File: src/sv/mopd_pkg.sv
// shared types and codes of the periodic dispatcher
package mopd_pkg;

	// request kinds
	localparam logic [2:0] KIND_TICK    = 3'd0;
	localparam logic [2:0] KIND_ADD     = 3'd1;
	localparam logic [2:0] KIND_REMOVE  = 3'd2;
	localparam logic [2:0] KIND_CHANGE  = 3'd3;
	localparam logic [2:0] KIND_OUTCOME = 3'd4;
	localparam logic [2:0] KIND_STOP    = 3'd5;

	// response status codes
	localparam logic [2:0] RS_DISPATCH = 3'd0;
	localparam logic [2:0] RS_SLEEP    = 3'd1;
	localparam logic [2:0] RS_WAIT     = 3'd2;
	localparam logic [2:0] RS_EMPTY    = 3'd3;
	localparam logic [2:0] RS_HALTED   = 3'd4;
	localparam logic [2:0] RS_OK       = 3'd5;
	localparam logic [2:0] RS_NOTFOUND = 3'd6;
	localparam logic [2:0] RS_FULL     = 3'd7;

	typedef struct packed {
		logic [7:0]  ident;
		logic [30:0] period;
		logic [31:0] last_time;
	} entry_t;

	// controller to datapath
	typedef struct packed {
		logic load;
		logic scan_rd;
		logic shift_rd;
		logic publish;
	} ctl_t;

	// datapath to controller
	typedef struct packed {
		logic [2:0] kind;
		logic       halted;
		logic       empty;
		logic       scan_last;
		logic       pipe_busy;
		logic       shift_need;
		logic       shift_last;
		logic       out_free;
	} sts_t;

endpackage

File: src/sv/mopd_req_if.sv
// request channel: one word per table operation, tick or stop
interface mopd_req_if;
	logic        valid;
	logic        ready;
	logic [2:0]  kind;
	logic [7:0]  task_id;
	logic [30:0] interval_ms;
	logic [31:0] now_ms;
	logic        keep_task;

	modport source (output valid, kind, task_id, interval_ms, now_ms, keep_task,
		input ready);
	modport sink (input valid, kind, task_id, interval_ms, now_ms, keep_task,
		output ready);
endinterface

File: src/sv/mopd_rsp_if.sv
// response channel: one word per request
interface mopd_rsp_if;
	logic        valid;
	logic        ready;
	logic [2:0]  status;
	logic [7:0]  dispatch_id;
	logic [31:0] sleep_ms;

	modport source (output valid, status, dispatch_id, sleep_ms, input ready);
	modport sink (input valid, status, dispatch_id, sleep_ms, output ready);
endinterface

File: src/sv/mopd_datapath.sv
// task table memory, scan pipeline, compaction and response register
module mopd_datapath #(
	parameter int MAX_TASKS   = 16,
	parameter int SLEEP_SLACK = 5
) (
	input  logic               clk,
	input  logic               arst_n,
	input  logic [2:0]         kind,
	input  logic [7:0]         task_id,
	input  logic [30:0]        interval_ms,
	input  logic [31:0]        now_ms,
	input  logic               keep_task,
	input  mopd_pkg::ctl_t     ctl,
	output mopd_pkg::sts_t     sts,
	output logic               rsp_valid,
	input  logic               rsp_ready,
	output logic [2:0]         status,
	output logic [7:0]         dispatch_id,
	output logic [31:0]        sleep_ms
);

	localparam int IDX_W = (MAX_TASKS > 1) ? $clog2(MAX_TASKS) : 1;
	localparam int CNT_W = $clog2(MAX_TASKS + 1);
	localparam logic signed [31:0] NEG_SLACK = 32'sd0 - 32'(SLEEP_SLACK);

	// captured request word
	logic [2:0]  kind_q;
	logic [7:0]  id_q;
	logic [30:0] per_q;
	logic [31:0] now_q;
	logic        keep_q;

	logic [CNT_W-1:0] count_q;
	logic             halted_q;

	mopd_pkg::entry_t entry_mem_q [MAX_TASKS];

	logic [CNT_W-1:0] scan_addr_q;
	logic [CNT_W-1:0] sh_addr_q;
	logic             wr_pend_q;
	logic [IDX_W-1:0] wr_addr_q;
	logic [IDX_W-1:0] rd_addr;

	// scan pipeline
	logic             v_s1, v_s2, v_s3;
	logic [IDX_W-1:0] idx_s1, idx_s2, idx_s3;
	mopd_pkg::entry_t ent_s1;
	logic [7:0]       id_s2, id_s3;
	logic [30:0]      per_s2, per_s3;
	logic [31:0]      sum_s2;
	logic signed [31:0] late_s3;

	logic signed [31:0] best_late_q;
	logic [IDX_W-1:0]   best_idx_q;
	logic [7:0]         best_id_q;
	logic [30:0]        best_per_q;

	logic             found_q;
	logic [IDX_W-1:0] match_idx_q;
	mopd_pkg::entry_t match_ent_q;

	logic        rsp_valid_q;
	logic [2:0]  status_q;
	logic [7:0]  dispatch_id_q;
	logic [31:0] sleep_ms_q;

	logic             full;
	logic             drop;
	logic             id_hit;
	logic             mem_we;
	logic [IDX_W-1:0] mem_wa;
	mopd_pkg::entry_t mem_wd;
	logic [2:0]       res_status;
	logic [7:0]       res_id;
	logic [31:0]      res_sleep;
	logic             cnt_inc;
	logic             cnt_dec;

	assign full   = (count_q == CNT_W'(MAX_TASKS));
	assign drop   = (kind_q == mopd_pkg::KIND_REMOVE) ||
		((kind_q == mopd_pkg::KIND_OUTCOME) && !keep_q);
	assign id_hit = v_s1 && !found_q && (ent_s1.ident == id_q);
	assign rd_addr = ctl.shift_rd ? sh_addr_q[IDX_W-1:0] : scan_addr_q[IDX_W-1:0];

	assign sts.kind       = kind_q;
	assign sts.halted     = halted_q;
	assign sts.empty      = (count_q == '0);
	assign sts.scan_last  = (CNT_W'(scan_addr_q + CNT_W'(1)) == count_q);
	assign sts.pipe_busy  = v_s1 || v_s2 || v_s3;
	assign sts.shift_need = found_q && drop && (sh_addr_q < count_q);
	assign sts.shift_last = (CNT_W'(sh_addr_q + CNT_W'(1)) == count_q);
	assign sts.out_free   = !rsp_valid_q || rsp_ready;

	// response word for the current request
	always_comb begin
		res_status = mopd_pkg::RS_OK;
		res_id     = 8'd0;
		res_sleep  = 32'd0;
		case (kind_q)
			mopd_pkg::KIND_TICK: begin
				if (halted_q) begin
					res_status = mopd_pkg::RS_HALTED;
				end else if (count_q == '0) begin
					res_status = mopd_pkg::RS_EMPTY;
				end else if (!best_late_q[31]) begin
					res_status = mopd_pkg::RS_DISPATCH;
					res_id     = best_id_q;
				end else if (best_late_q < NEG_SLACK) begin
					res_status = mopd_pkg::RS_SLEEP;
					res_sleep  = 32'd0 - best_late_q;
				end else begin
					res_status = mopd_pkg::RS_WAIT;
				end
			end
			mopd_pkg::KIND_ADD: begin
				if (full) begin
					res_status = mopd_pkg::RS_FULL;
				end
			end
			mopd_pkg::KIND_REMOVE, mopd_pkg::KIND_CHANGE, mopd_pkg::KIND_OUTCOME: begin
				if (!found_q) begin
					res_status = mopd_pkg::RS_NOTFOUND;
				end
			end
			default: begin
				res_status = mopd_pkg::RS_OK;
			end
		endcase
	end

	// single write port: compaction move, or the write that goes with the response
	always_comb begin
		mem_we = 1'b0;
		mem_wa = wr_addr_q;
		mem_wd = ent_s1;
		if (wr_pend_q) begin
			mem_we = 1'b1;
		end else if (ctl.publish) begin
			case (kind_q)
				mopd_pkg::KIND_TICK: begin
					if (!halted_q && (count_q != '0) && !best_late_q[31]) begin
						mem_we = 1'b1;
						mem_wa = best_idx_q;
						mem_wd = '{ident: best_id_q, period: best_per_q, last_time: now_q};
					end
				end
				mopd_pkg::KIND_ADD: begin
					if (!full) begin
						mem_we = 1'b1;
						mem_wa = count_q[IDX_W-1:0];
						mem_wd = '{ident: id_q, period: per_q, last_time: now_q};
					end
				end
				mopd_pkg::KIND_CHANGE: begin
					if (found_q) begin
						mem_we = 1'b1;
						mem_wa = match_idx_q;
						mem_wd = '{ident: match_ent_q.ident, period: per_q,
							last_time: match_ent_q.last_time};
					end
				end
				default: begin
					mem_we = 1'b0;
				end
			endcase
		end
	end

	assign cnt_inc = ctl.publish && (kind_q == mopd_pkg::KIND_ADD) && !full;
	assign cnt_dec = ctl.publish && found_q && drop;

	always_ff @(posedge clk) begin
		if (mem_we) begin
			entry_mem_q[mem_wa] <= mem_wd;
		end
		ent_s1 <= entry_mem_q[rd_addr];
		idx_s1 <= rd_addr;
	end

	always_ff @(posedge clk or negedge arst_n) begin
		if (!arst_n) begin
			count_q     <= '0;
			halted_q    <= 1'b0;
			scan_addr_q <= '0;
			wr_pend_q   <= 1'b0;
			v_s1        <= 1'b0;
			v_s2        <= 1'b0;
			v_s3        <= 1'b0;
			found_q     <= 1'b0;
			rsp_valid_q <= 1'b0;
		end else begin
			if (cnt_inc) begin
				count_q <= CNT_W'(count_q + CNT_W'(1));
			end else if (cnt_dec) begin
				count_q <= CNT_W'(count_q - CNT_W'(1));
			end
			if (ctl.publish && (kind_q == mopd_pkg::KIND_STOP)) begin
				halted_q <= 1'b1;
			end
			if (ctl.load) begin
				scan_addr_q <= '0;
			end else if (ctl.scan_rd) begin
				scan_addr_q <= CNT_W'(scan_addr_q + CNT_W'(1));
			end
			if (ctl.load) begin
				found_q <= 1'b0;
			end else if (id_hit) begin
				found_q <= 1'b1;
			end
			wr_pend_q <= ctl.shift_rd;
			v_s1      <= ctl.scan_rd;
			v_s2      <= v_s1;
			v_s3      <= v_s2;
			if (ctl.publish) begin
				rsp_valid_q <= 1'b1;
			end else if (rsp_ready) begin
				rsp_valid_q <= 1'b0;
			end
		end
	end

	always_ff @(posedge clk) begin
		if (ctl.load) begin
			kind_q <= kind;
			id_q   <= task_id;
			per_q  <= interval_ms;
			now_q  <= now_ms;
			keep_q <= keep_task;
		end
		// first entry with the requested id
		if (id_hit) begin
			match_idx_q <= idx_s1;
			match_ent_q <= ent_s1;
			sh_addr_q   <= CNT_W'(CNT_W'(idx_s1) + CNT_W'(1));
		end else if (ctl.shift_rd) begin
			sh_addr_q <= CNT_W'(sh_addr_q + CNT_W'(1));
		end
		if (ctl.shift_rd) begin
			wr_addr_q <= IDX_W'(sh_addr_q - CNT_W'(1));
		end
		idx_s2  <= idx_s1;
		id_s2   <= ent_s1.ident;
		per_s2  <= ent_s1.period;
		sum_s2  <= ent_s1.last_time + {1'b0, ent_s1.period};
		idx_s3  <= idx_s2;
		id_s3   <= id_s2;
		per_s3  <= per_s2;
		late_s3 <= now_q - sum_s2;
		// strictly later wins, first entry seeds the search
		if (v_s3 && ((idx_s3 == '0) || (late_s3 > best_late_q))) begin
			best_late_q <= late_s3;
			best_idx_q  <= idx_s3;
			best_id_q   <= id_s3;
			best_per_q  <= per_s3;
		end
		if (ctl.publish) begin
			status_q      <= res_status;
			dispatch_id_q <= res_id;
			sleep_ms_q    <= res_sleep;
		end
	end

	assign rsp_valid   = rsp_valid_q;
	assign status      = status_q;
	assign dispatch_id = dispatch_id_q;
	assign sleep_ms    = sleep_ms_q;

`ifndef ASSERT_OFF
	a_count_bound: assert property (@(posedge clk) disable iff (!arst_n)
		count_q <= CNT_W'(MAX_TASKS))
		else $error("task count beyond table size");
	a_halt_sticky: assert property (@(posedge clk) disable iff (!arst_n)
		halted_q |=> halted_q)
		else $error("halted cleared without reset");
	a_scan_vs_move: assert property (@(posedge clk) disable iff (!arst_n)
		!(v_s1 && wr_pend_q))
		else $error("scan read overlaps compaction move");
	a_count_on_rsp: assert property (@(posedge clk) disable iff (!arst_n)
		(count_q != $past(count_q)) |-> $past(ctl.publish))
		else $error("task count changed outside a response");
`endif

endmodule

File: src/sv/mopd_ctrl.sv
// sequencer for request capture, table scan, compaction and response
module mopd_ctrl (
	input  logic           clk,
	input  logic           arst_n,
	input  logic           req_valid,
	output logic           req_ready,
	input  mopd_pkg::sts_t sts,
	output mopd_pkg::ctl_t ctl
);

	typedef enum logic [5:0] {
		S_IDLE   = 6'b000001,
		S_DECIDE = 6'b000010,
		S_SCAN   = 6'b000100,
		S_FLUSH  = 6'b001000,
		S_SHIFT  = 6'b010000,
		S_DONE   = 6'b100000
	} state_t;

	state_t state_q, state_d;
	logic   need_scan;

	assign need_scan = !sts.empty && (
		((sts.kind == mopd_pkg::KIND_TICK) && !sts.halted) ||
		(sts.kind == mopd_pkg::KIND_REMOVE) ||
		(sts.kind == mopd_pkg::KIND_CHANGE) ||
		(sts.kind == mopd_pkg::KIND_OUTCOME));

	assign req_ready    = (state_q == S_IDLE);
	assign ctl.load     = req_valid && req_ready;
	assign ctl.scan_rd  = (state_q == S_SCAN);
	assign ctl.shift_rd = (state_q == S_SHIFT);
	assign ctl.publish  = (state_q == S_DONE) && sts.out_free;

	always_comb begin
		state_d = state_q;
		case (state_q)
			S_IDLE: begin
				if (ctl.load) begin
					state_d = S_DECIDE;
				end
			end
			S_DECIDE: begin
				state_d = need_scan ? S_SCAN : S_DONE;
			end
			S_SCAN: begin
				if (sts.scan_last) begin
					state_d = S_FLUSH;
				end
			end
			S_FLUSH: begin
				if (!sts.pipe_busy) begin
					state_d = sts.shift_need ? S_SHIFT : S_DONE;
				end
			end
			S_SHIFT: begin
				if (sts.shift_last) begin
					state_d = S_DONE;
				end
			end
			S_DONE: begin
				if (sts.out_free) begin
					state_d = S_IDLE;
				end
			end
			default: begin
				state_d = S_IDLE;
			end
		endcase
	end

	always_ff @(posedge clk or negedge arst_n) begin
		if (!arst_n) begin
			state_q <= S_IDLE;
		end else begin
			state_q <= state_d;
		end
	end

`ifndef ASSERT_OFF
	a_idle_quiet: assert property (@(posedge clk) disable iff (!arst_n)
		(state_q == S_IDLE) |-> !sts.pipe_busy)
		else $error("scan pipeline active while idle");
`endif

endmodule

File: src/sv/most_overdue_periodic_dispatcher.sv
// top level of the most-overdue-first periodic task dispatcher
// Keeps a table of up to MAX_TASKS periodic tasks and answers every request word
// with exactly one response word. Add, stop, the unused kinds, a refused tick, a
// tick on an empty table and a lookup on an empty table go from the decide state
// straight to the done state, which registers the response. Tick, remove, change
// interval and outcome otherwise read the table one entry per cycle through its
// single read port, then drain a three-stage lateness pipeline before the done
// state. A removal, or an outcome that drops its task, then moves every later
// entry up one place, one entry per cycle. One request is in work at a time; the
// next request can be accepted in the first cycle that the previous response is
// raised, and its own response waits until the response channel has taken that
// one. The table needs no clearing after reset.
module most_overdue_periodic_dispatcher #(
	parameter int MAX_TASKS   = 16,
	parameter int SLEEP_SLACK = 5
) (
	input logic        clk,
	input logic        arst_n,
	mopd_req_if.sink   req,
	mopd_rsp_if.source rsp
);

	mopd_pkg::ctl_t ctl;
	mopd_pkg::sts_t sts;

	mopd_ctrl u_ctrl (
		.clk       (clk),
		.arst_n    (arst_n),
		.req_valid (req.valid),
		.req_ready (req.ready),
		.sts       (sts),
		.ctl       (ctl)
	);

	mopd_datapath #(
		.MAX_TASKS   (MAX_TASKS),
		.SLEEP_SLACK (SLEEP_SLACK)
	) u_datapath (
		.clk         (clk),
		.arst_n      (arst_n),
		.kind        (req.kind),
		.task_id     (req.task_id),
		.interval_ms (req.interval_ms),
		.now_ms      (req.now_ms),
		.keep_task   (req.keep_task),
		.ctl         (ctl),
		.sts         (sts),
		.rsp_valid   (rsp.valid),
		.rsp_ready   (rsp.ready),
		.status      (rsp.status),
		.dispatch_id (rsp.dispatch_id),
		.sleep_ms    (rsp.sleep_ms)
	);

endmodule

File: src/flat_wrapper.sv
// flat-port wrapper written by rule: the top's interface ports become plain ports
module most_overdue_periodic_dispatcher_flat 
#(
	parameter int MAX_TASKS   = 16,
	parameter int SLEEP_SLACK = 5
)
  (clk, arst_n, req_valid, req_kind, req_task_id, req_interval_ms, req_now_ms, req_keep_task, req_ready, rsp_valid, rsp_status, rsp_dispatch_id, rsp_sleep_ms, rsp_ready);
  mopd_req_if req_i ();
  mopd_rsp_if rsp_i ();
  input logic clk;
  input logic arst_n;
  input wire logic [$bits(req_i.valid)-1:0] req_valid;
  input wire logic [$bits(req_i.kind)-1:0] req_kind;
  input wire logic [$bits(req_i.task_id)-1:0] req_task_id;
  input wire logic [$bits(req_i.interval_ms)-1:0] req_interval_ms;
  input wire logic [$bits(req_i.now_ms)-1:0] req_now_ms;
  input wire logic [$bits(req_i.keep_task)-1:0] req_keep_task;
  output wire logic [$bits(req_i.ready)-1:0] req_ready;
  output wire logic [$bits(rsp_i.valid)-1:0] rsp_valid;
  output wire logic [$bits(rsp_i.status)-1:0] rsp_status;
  output wire logic [$bits(rsp_i.dispatch_id)-1:0] rsp_dispatch_id;
  output wire logic [$bits(rsp_i.sleep_ms)-1:0] rsp_sleep_ms;
  input wire logic [$bits(rsp_i.ready)-1:0] rsp_ready;
  assign req_i.valid = req_valid;
  assign req_i.kind = req_kind;
  assign req_i.task_id = req_task_id;
  assign req_i.interval_ms = req_interval_ms;
  assign req_i.now_ms = req_now_ms;
  assign req_i.keep_task = req_keep_task;
  assign req_ready = req_i.ready;
  assign rsp_valid = rsp_i.valid;
  assign rsp_status = rsp_i.status;
  assign rsp_dispatch_id = rsp_i.dispatch_id;
  assign rsp_sleep_ms = rsp_i.sleep_ms;
  assign rsp_i.ready = rsp_ready;
  most_overdue_periodic_dispatcher #(.MAX_TASKS(MAX_TASKS), .SLEEP_SLACK(SLEEP_SLACK)) u_core (.clk(clk), .arst_n(arst_n), .req(req_i), .rsp(rsp_i));
endmodule
File: config.mk
export PLATFORM = sky130hd
export DESIGN_NAME = most_overdue_periodic_dispatcher_flat
export DESIGN_NICKNAME = d
export VERILOG_FILES = /design/src/sv/mopd_pkg.sv /design/src/sv/mopd_req_if.sv /design/src/sv/mopd_rsp_if.sv /design/src/sv/mopd_datapath.sv /design/src/sv/mopd_ctrl.sv /design/src/sv/most_overdue_periodic_dispatcher.sv /design/src/flat_wrapper.sv
export SDC_FILE = /design/constraint.sdc
export NUM_CORES = 2
export LEC_CHECK = 0
export BUFFER_PORTS_ARGS = -buffer_cell sky130_fd_sc_hd__buf_2
export CAP_MARGIN = 20
export CORE_UTILIZATION = 35
export CTS_BUF_LIST = sky130_fd_sc_hd__clkbuf_4 sky130_fd_sc_hd__clkbuf_8
export CTS_CLUSTER_SIZE = 40
export DETAILED_ROUTE_END_ITERATION = 10
export GPL_ROUTABILITY_DRIVEN = 0
export SLEW_MARGIN = 20
export SYNTH_ARGS = -nofsm -noshare
export SYNTH_HDL_FRONTEND = slang
export SYNTH_SLANG_ARGS = --single-unit
File: constraint.sdc
create_clock -name clk -period 5.2 [get_ports clk]
set_clock_uncertainty 0.05 [all_clocks]
set_input_delay 0.52 -clock clk [delete_from_list [all_inputs] [get_ports clk]]
set_output_delay 0.52 -clock clk [all_outputs]
set_load 0.01 [all_outputs]
==> summary by stage <==
Drt
For this run, design rule violations remaining after detail routing come to 0. The via-per-instance ratio is 5.25. The remaining number of nets flagged by the antenna check after routing is 0. The detailed router finished its first iteration with 4018 violations. The routed wire length per instance is 24.0 µm. Across all layers, the routed design uses 38100 vias.

The total routed wirelength is 174000 µm. The total iterations of the first detailed-routing run is 5.

Floorplan
For this configuration, the core starts out at a cell density of 35.3%. In this run the horizontal extent of the chip is 427 µm. 124 I/O pins were placed. The area of the die is 182000 µm². From bottom edge to top edge, the die measures 427 µm. The core box area is 179000 µm². The count of standard-cell rows is 155.

Worst hold path
The path class of the tightest hold or removal check is in2reg.

Synthesis
Counting flops with a built-in enable in the synthesized netlist gives 1382. In the synthesized netlist the dominant register cell turns out to be sky130_fd_sc_hd__edfxtp_1. The net count after synthesis is 4444. The area of the mapped netlist is 63300 µm². The count of warnings emitted by yosys is 0. In the synthesized netlist, the number of instances is 4254. The sequential share of the synthesized area is 73.6%. The number of synthesized register bits is 1630.

In this run, distinct cell masters in the synthesized netlist total 79. In this run the mean area of a mapped cell was 14.9 µm². The async set-or-reset flop fraction in the synthesized netlist is 1.41%.

Clocking
Counting along the longest clock path gives a buffer depth of 4. Post-CTS timing repair inserted 0 buffers for setup. The H-tree was split into 5 levels.

For the worst-skew pair, the clock arrives at the later sink with an insertion delay of 1.01 ns. The root buffer cell is sky130_fd_sc_hd__clkbuf_8. Clock-pin slew was measured on the worst setup and hold paths at 0.06 ns.

TritonCTS built the clock tree. The tree built by TritonCTS fans out to 1630 sinks. Counting the buffers created by CTS gives 278.

GRT
The overflow left after global routing is 0. The overall fraction of global-route tracks in use is 18.9%. The number of antenna violations at the first check in global routing is 9. The number of global-route vias before repair is 37100.

The largest net degree at the start of global routing is 113. The first global-routing pass estimated 252000 µm of wire.

Cells and area
At the end of the flow the core is filled with cells to 41.4%. The top cell types in the final layout, fill and taps aside, are sky130_fd_sc_hd__edfxtp_1, sky130_fd_sc_hd__nand2_1, sky130_fd_sc_hd__nand3_1. The register area is 46600 µm². Leaving out fill and tap cells, the most frequent cell in the layout is sky130_fd_sc_hd__edfxtp_1. The non-filler instance count after layout is 7252. The layout has 16200 filler cells. The post-route cell area is 74100 µm². The final net count is 4884.

The fraction of layout cells with a size suffix above 1 is 19.4%. The area growth from synthesis to layout is 17.1%. In the final layout, the multi-input gates occupy 15700 µm².

Worst setup path
By startpoint and endpoint, the worst setup path is classified as reg2reg. On the worst path, the slowest cell contributes a delay of 0.82 ns. The worst setup path is launched from a register. The critical path goes through nor4_2 > nand2_1 > a2111oi_0 > nor2_1 > o21ai_4 > a21oi_1 > nand2b_1 > nor2_4 > buf_12. The worst setup path is captured at a register. Data arrives at the worst endpoint at 5.51 ns. STA puts the critical path data required time at 5.75 ns.

For this design, the slowest cell found on the critical path is sky130_fd_sc_hd__a2111oi_0. Along the worst path, the maximum fanout reaches 26.

Timing
The remaining max-slew budget at the tightest pin is 28.6%. The maximum clock frequency is 201 MHz. The final count of negative-setup-slack endpoints is 0. For the pin with the worst max-slew slack, the measured transition is 1.07 ns.

The time the worst path needs with I/O delays and setup is 4.96 ns. Setup slack closes at 0.236 ns. After layout, the worst path uses 95.5% of the clock period.

The total count of hold-check failures in the final report is 0. The number of pins exceeding their max-slew limit in the final report is 0. Setup repair after global routing left no endpoint under its margin. Final hold analysis gives a worst-case slack of 0.188 ns.

Power
For this design the static power due to leakage is 25.7 nW. The peak supply drop is 0.000264 V. The power density normalized to cell area is 502 nW/µm².

Placement
The number of placed cells counting well taps is 6689. The worst-case setup slack after placement is 0.443 ns. The total half-perimeter wirelength after legalization and detailed placement is 106000 µm. The placed instance area is 67900 µm². The number of buffers added on ports is 123.

Run status
The run finished with clean final reports.

Flow run
Max-cap violations in this run came to 0.
-- cell type report --
class | count | share of cell area, %
sequential | 1630 | 62.9
multi-input combinational | 2309 | 21.2
clock buffer | 414 | 6.78
timing repair buffer | 369 | 4.15
tap | 2355 | 3.98
inverter | 106 | 0.556
clock inverter | 65 | 0.464
antenna | 4 | 0.0135
-- cell families after synthesis --
kind of cell	count (synthesis)	synth area share (%)
compound gates	563	5.64
flops	1630	73.6
buf+inv	315	1.91
xor+xnor	112	1.55
simple gates	1373	9.86
mux	150	5.18
fa+ha+maj	111	2.23
-- registers in the layout, summed over array words and instances (netlist names), 8 cells and up --
register                       cells
u_core.u_datapath.ent_s1          71
u_core.u_datapath.late_s3         32
u_core.u_datapath.sleep_ms        32
u_core.u_datapath.best_late_q     32
u_core.u_datapath.per_s3          31
u_core.u_datapath.dispatch_id      8
u_core.u_datapath.id_s3            8
u_core.u_datapath.per_s2          31
u_core.u_datapath.sum_s2          32
u_core.u_datapath.match_ent_q     40
u_core.u_datapath.id_s2            8
u_core.u_datapath.best_per_q      31
u_core.u_datapath.now_q           32
u_core.u_datapath.per_q           31
u_core.u_datapath.id_q             8
u_core.u_datapath.entry_mem_q   1136
u_core.u_datapath.best_id_q        8
-- repair_timing --
item                      4_1_cts  5_1_grt
hold buffers                   80        0
resized for setup               0        0
hold endpoints to repair      104        0
-- where the power goes --
| part | switching (mW) | internal (mW) | leakage [nW] | total [mW] |
|---|---|---|---|---|
| logic | 5.38 | 3.14 | 8.16 | 8.52 |
| clock network | 5.05 | 6.21 | 2.88 | 11.3 |
| registers | 1.03 | 16.4 | 14.7 | 17.4 |
| total | 11.5 | 25.7 | 25.7 | 37.2 |
-- routing by layer --
| layer | wire length, µm | track usage [%] | vias up |
|---|---|---|---|
| met3 | 13200 | 3.54 | 295 |
| met4 | 4510 | 5.67 | 4 |
| met5 | 53 | 0 | - |
| li1 | - | - | 17000 |
| met2 | 80900 | 29.7 | 1581 |
| met1 | 75300 | 26.5 | 19200 |
-- final timing paths --
| kind | from | end | slack [ns] | cells after the start |
|---|---|---|---|---|
| worst max-delay path | u_core.u_datapath.count_q[0] | u_core.u_datapath.entry_mem_q[9][3] | 0.24 | 9 |
| worst min-delay path | req_interval_ms[19] | u_core.u_datapath.per_q[19] | 0.19 | 2 |
| worst max register to register | u_core.u_datapath.count_q[0] | u_core.u_datapath.entry_mem_q[9][3] | 0.24 | 9 |
| worst min register to register | u_core.u_datapath.id_s2[1] | u_core.u_datapath.id_s3[1] | 0.23 | 0 |
| max in group asynchronous | arst_n | u_core.u_datapath.scan_addr_q[1] | 3.23 | 4 |
| min in group asynchronous | arst_n | u_core.u_ctrl.state_q[4] | 0.47 | 3 |
-- worst max-delay path, delay by kind of cell (launching register included) --
family / cells / cell delay [ns]
AO/OA/AOI/OAI: 3 / 1.50
buffers and inverters: 1 / 0.30
flip-flops: 1 / 0.50
AND/OR/NAND/NOR: 5 / 2.15
-- cell usage after synthesis, types with 5 or more instances --
cell type / count / area share (%)
sky130_fd_sc_hd__or2_2: 9 / 0.089
sky130_fd_sc_hd__ha_1: 108 / 2.1
sky130_fd_sc_hd__inv_1: 102 / 0.61
sky130_fd_sc_hd__a21oi_1: 95 / 0.75
sky130_fd_sc_hd__nand2b_1: 21 / 0.21
sky130_fd_sc_hd__nor2b_1: 17 / 0.17
sky130_fd_sc_hd__edfxtp_1: 1382 / 66
sky130_fd_sc_hd__a221oi_1: 9 / 0.12
sky130_fd_sc_hd__o31a_1: 5 / 0.069
sky130_fd_sc_hd__o31ai_1: 8 / 0.095
sky130_fd_sc_hd__nand3_1: 314 / 2.5
sky130_fd_sc_hd__mux4_2: 142 / 5.1
sky130_fd_sc_hd__xor2_1: 41 / 0.57
sky130_fd_sc_hd__a21o_1: 32 / 0.38
sky130_fd_sc_hd__a22oi_1: 134 / 1.6
sky130_fd_sc_hd__nand3b_1: 5 / 0.059
sky130_fd_sc_hd__dfrtp_1: 22 / 0.87
sky130_fd_sc_hd__xnor2_1: 71 / 0.98
sky130_fd_sc_hd__mux2i_1: 8 / 0.13
sky130_fd_sc_hd__a211oi_1: 7 / 0.083
sky130_fd_sc_hd__nor4_1: 8 / 0.079
sky130_fd_sc_hd__o21ai_1: 73 / 0.58
sky130_fd_sc_hd__and2_1: 11 / 0.11
sky130_fd_sc_hd__o211ai_1: 6 / 0.071
sky130_fd_sc_hd__nor2_1: 112 / 0.66
sky130_fd_sc_hd__o21ai_0: 126 / 1.0
sky130_fd_sc_hd__nand4_1: 104 / 1.0
sky130_fd_sc_hd__buf_1: 15 / 0.089
sky130_fd_sc_hd__and3_1: 12 / 0.12
sky130_fd_sc_hd__clkbuf_1: 171 / 1.0
sky130_fd_sc_hd__buf_2: 23 / 0.18
sky130_fd_sc_hd__dfxtp_1: 225 / 7.1
sky130_fd_sc_hd__nor3_1: 29 / 0.23
sky130_fd_sc_hd__nand2_1: 699 / 4.1
sky130_fd_sc_hd__o21a_1: 17 / 0.20
sky130_fd_sc_hd__o21bai_1: 7 / 0.083
-- through the flow --
| stage | power [mW] | setup TNS, ns |
|---|---|---|
| after floorplan | 22.8 | -353.58 |
| after global placement | 25.9 | 0 |
| after detailed placement | 26.1 | 0 |
| after CTS | 37.4 | 0 |
| after global routing | 38.9 | 0 |
| final | 37.2 | 0 |
Note: power is estimated with default switching activity, not from simulation.
